File: src/hw/rtl/window_peak_detector_defines.svh
// Assertion macros used by the window peak detector top level
`ifndef WINDOW_PEAK_DETECTOR_DEFINES_SVH
`define WINDOW_PEAK_DETECTOR_DEFINES_SVH

// same-cycle implication, sampled on clk, off during reset
`define WPD_ASSERT_NOW(lbl, ante, cons, msg) \
	lbl: assert property (@(posedge clk) disable iff (!arst_n) (ante) |-> (cons)) \
		else $error(msg);

// next-cycle implication, sampled on clk, off during reset
`define WPD_ASSERT_NEXT(lbl, ante, cons, msg) \
	lbl: assert property (@(posedge clk) disable iff (!arst_n) (ante) |=> (cons)) \
		else $error(msg);

`endif

File: src/hw/rtl/wpd_pkg.sv
// Shared types and constants of the window peak detector
`timescale 1ns / 1ps
package wpd_pkg;

	localparam int HW_REG_BITS     = 7;
	localparam int THRESH_BITS     = 24;
	localparam int CFG_INDEX_BITS  = 2;
	localparam int CFG_DATA_BITS   = 24;
	localparam int MIN_RECORD      = 3;

	localparam logic [CFG_INDEX_BITS-1:0] REG_THRESHOLD   = 2'd0;
	localparam logic [CFG_INDEX_BITS-1:0] REG_HALF_WINDOW = 2'd1;

	typedef struct packed {
		logic                   shift;
		logic [HW_REG_BITS-1:0] hw;
	} wpd_cell_ctrl_t;

endpackage

File: src/hw/rtl/wpd_cell.sv
// One history cell: holds a sample, compares it against the window centre
`timescale 1ns / 1ps
module wpd_cell #(
	parameter int SAMPLE_BITS = 24,
	parameter int POS         = 0
) (
	input  logic                          clk,
	input  logic                          arst_n,
	input  wpd_pkg::wpd_cell_ctrl_t       ctrl,
	input  logic signed [SAMPLE_BITS-1:0] d_in,
	input  logic signed [SAMPLE_BITS-1:0] centre,
	output logic signed [SAMPLE_BITS-1:0] q,
	output logic                          gt,
	output logic        [SAMPLE_BITS-1:0] pick
);
	import wpd_pkg::*;

	logic signed [SAMPLE_BITS-1:0] sample_q;
	logic                          gt_q;
	logic                          in_win;
	logic                          sel;

	assign in_win = (32'(POS) <= 32'({ctrl.hw, 1'b0}));
	assign sel    = (32'(POS) == 32'(ctrl.hw));
	assign pick   = sel ? d_in : '0;

	always_ff @(posedge clk) begin
		if (ctrl.shift) begin
			sample_q <= d_in;
		end
	end

	always_ff @(posedge clk or negedge arst_n) begin
		if (!arst_n) begin
			gt_q <= 1'b0;
		end else if (ctrl.shift) begin
			gt_q <= in_win && (d_in > centre);
		end
	end

	assign q  = sample_q;
	assign gt = gt_q;

endmodule

File: config.mk
export PLATFORM = sky130hd
export DESIGN_NAME = wpd_cell
export DESIGN_NICKNAME = d
export VERILOG_FILES = /design/src/hw/rtl/window_peak_detector_defines.svh /design/src/hw/rtl/wpd_pkg.sv /design/src/hw/rtl/wpd_cell.sv
export SDC_FILE = /design/constraint.sdc
export NUM_CORES = 1
export LEC_CHECK = 0
export BUFFER_PORTS_ARGS = -buffer_cell sky130_fd_sc_hd__buf_2
export CAP_MARGIN = 10
export CORE_MARGIN = 1.5
export CORE_UTILIZATION = 45
export CTS_CLUSTER_DIAMETER = 200
export DETAILED_ROUTE_END_ITERATION = 10
export HOLD_SLACK_MARGIN = 0.08
export PLACE_DENSITY = 0.85
export SYNTH_ARGS = -nofsm -noshare
export SYNTH_HDL_FRONTEND = slang
export SYNTH_SLANG_ARGS = --single-unit
File: constraint.sdc
create_clock -name clk -period 2.8 [get_ports clk]
set_input_delay 0.42 -clock clk [delete_from_list [all_inputs] [get_ports clk]]
set_output_delay 0.42 -clock clk [all_outputs]
set_load 0.005 [all_outputs]
==> qor.yml <==
critPathMaxFanout: 24
dpl_cell_area_um2: 2160
clock_power_share_pct: 20.6
fmax_mhz: 460
die_x_um: 62.4
post_cts_resized: 0
die_area_um2: 3890
clockBufferDepth: 2
powerDensity_nw_per_um2: 356
ys_types: 26
dp_slack_ns: 0.613
syn2layout_area_growth_pct: 38.4
synth_area_um2: 1590
status: "finished clean"
cp.arrival_ns: 1.75
switching_power_mw: 0.197
synth.area.top_cells: "edfxtp_1, ha_1, and2_2"
netlist_instances: 141
grt_use_total_pct: 18.5
clock_skew_ns: 0
slew_headroom_pct: 61.5
port_buffers: 106
worstSkewPairLatency_ns: 0.31
r2r_slack_ns: 2.13
hpwlAfterDp_mm: 2.87
cts.clk_slew.worst_paths_ns: 0.13
synth_mux_area_share_pct: 0
grt_max_degree: 27
drt-pass1-iter-count: 3
antenna_found_initial: 0
peakVddDrop_mv: 0.183
initial_core_util_pct: 47.2
synth_compound_area_share_pct: 7.41
synth_warnings: 0
cts_max_level: 1
grt_pass1_vias: 1405
cts_hold_buf: 1
cts_root_buf: "clkbuf_4"
seq_area_frac_synth_pct: 47.0
numCtsBuffers: 3
wire_per_inst_um: 11.8
synth_top_area_cell: "edfxtp_1"
cts_tree: "done"
hp-class: "input port to flop"
avgSynthCellArea_um2: 11.3
overflow: 0
power_frac_comb_pct: 21.9
fin_crit_ns: 2.17
via_per_inst: 4.81
startpoint_type: "input port"
pwr-share-seq_pct: 57.5
final-setup-viol-count: 0
p_sw_share_pct: 25.3
die_height_um: 62.4
synthSimpleGateAreaFrac_pct: 19.4
finalWorstSetupSlack_ns: 0.627
p_int_mw: 0.584
clock_sinks: 25
synthAdderAreaFrac_pct: 18.9
wl_mm: 3.49
syn_nets: 223
hold_viol_final: 0
grt_pass1_wl_mm: 5.84
antenna_left: 0
worstMarginPinSlew_ns: 0.577
required_ns: 2.38
ios: 107
core_um2: 3360
critPathCaptureType: "output pin"
stdcell_area_um2: 2200
via_count: 1428
p_leak_nw: 1.20
rsz0062_at_grt: "no"
drc: 0
synth-seq-cells: 25
total_power_mw: 0.782
final.setup.tns_ns: 0
cts_setup_buffers: 0
post-route-period-util_pct: 77.6
yosysTopAreaCellShare_pct: 45.4
cap_viol_max_count: 0
antenna_cells: 0
drive_above_1_share_pct: 50.2
place_congestion: 0.723
path_class: "input port to output pin"
rows: 21
maxSlewViolCount: 0
synthXorXnorAreaFrac_pct: 0
dr.first_iter.drc_count: 38
fin_nets: 334
synth_top_family_by_area: "simple AND/OR/NAND/NOR gates"
[area by class of cell]
cell class / instances / area [um2]
fill: 303 / 1170
sequential: 25 / 746
multi-input combinational: 89 / 726
timing repair buffer: 108 / 548
inverter: 25 / 93.8
tap: 46 / 57.6
clock buffer: 4 / 26.3
[critical path: stages]
cell	delay, ns
buf_2	0.10
or4_4	0.54
nor4_4	0.15
buf_4	0.27
and2_2	0.17
buf_2	0.11
[synth_stat cells]
| master | n |
|---|---|
| o211ai_1 | 2 |
| a21o_1 | 1 |
| a211oi_1 | 1 |
| o31ai_1 | 1 |
| inv_1 | 25 |
| nor4_1 | 1 |
| buf_6 | 2 |
| a21oi_1 | 8 |
| o32ai_1 | 1 |
| and2_1 | 10 |
| nor2_1 | 4 |
| nand3_1 | 2 |
| o221ai_1 | 1 |
| nor2b_1 | 2 |
| o21ai_0 | 3 |
| ha_1 | 24 |
| dfrtp_1 | 1 |
| nand2_1 | 3 |
| and2_2 | 14 |
| nor4_4 | 1 |
| nor4b_1 | 1 |
| edfxtp_1 | 24 |
| a21boi_0 | 1 |
| or4_4 | 1 |
| nand4_1 | 6 |
| and3_1 | 1 |
[cells in the final DEF, fill, tap and decap left out]
cell type	instances
a211oi_1	1
o211ai_1	2
clkbuf_4	3
a21boi_0	1
nand4_1	6
dlygate4sd3_1	1
nor4b_1	1
ha_1	24
o21ai_0	3
or4_4	1
dfrtp_1	1
nand3_1	2
a21oi_1	8
buf_4	1
and3_1	1
nand2_1	3
inv_1	25
a21o_1	1
o31ai_1	1
nor2_1	4
and2_1	10
and2_2	14
nor2b_1	2
buf_2	106
nor4_4	1
clkbuf_1	1
o32ai_1	1
o221ai_1	1
edfxtp_1	24
nor4_1	1
[through the flow]
step,cells,hold slack (ns),utilization [%]
after floorplan,141,0.124,-
after global placement,292,0.197,64.2
after detailed placement,292,0.197,64.2
after CTS,297,0.290,65.3
after global routing,297,0.279,65.3
final,297,0.297,65.3
[cells by family (layout without fill, tap and decap cells)]
kind of cell,Yosys count,count (layout)
and+or+nand+nor,46,46
buffers and inverters,27,137
DFF,25,25
adders and majority gates,24,24
AOI/OAI and AO/OA,19,19
[sequential cells by signal, indices dropped and copies added (netlist names)]
signal / count
gt: 1
q: 24
[power groups by stage]
stage | sequential, mW | clock, mW | combinational, mW
global route | 0.452 | 0.182 | 0.197
detailed placement | 0.458 | 0 | 0.173
floorplan | 0.464 | 0 | 0.0652
CTS | 0.450 | 0.166 | 0.175
global placement | 0.457 | 0 | 0.167
finish | 0.450 | 0.161 | 0.171
[layer usage]
| metal | vias to the layer above | GRT usage (%) | routed length, um |
|---|---|---|---|
| met5 | - | 0 | 0 |
| met4 | 0 | 6.67 | 41 |
| met3 | 6 | 5.23 | 337 |
| met2 | 76 | 33.7 | 1740 |
| met1 | 628 | 20.4 | 1380 |
| li1 | 718 | - | - |
[final timing paths]
path	from	endpoint	depth (start not counted)
hold reg to reg	gt$_DFFE_PN0P_	gt$_DFFE_PN0P_	2
max in group asynchronous	arst_n	gt$_DFFE_PN0P_	2
hold / removal	d_in[0]	q[0]$_DFFE_PP_	1
min in group asynchronous	arst_n	gt$_DFFE_PN0P_	2
setup / recovery	ctrl[4]	pick[19]	6
setup reg to reg	gt$_DFFE_PN0P_	gt$_DFFE_PN0P_	2
Note: power is estimated with default switching activity, not from simulation.
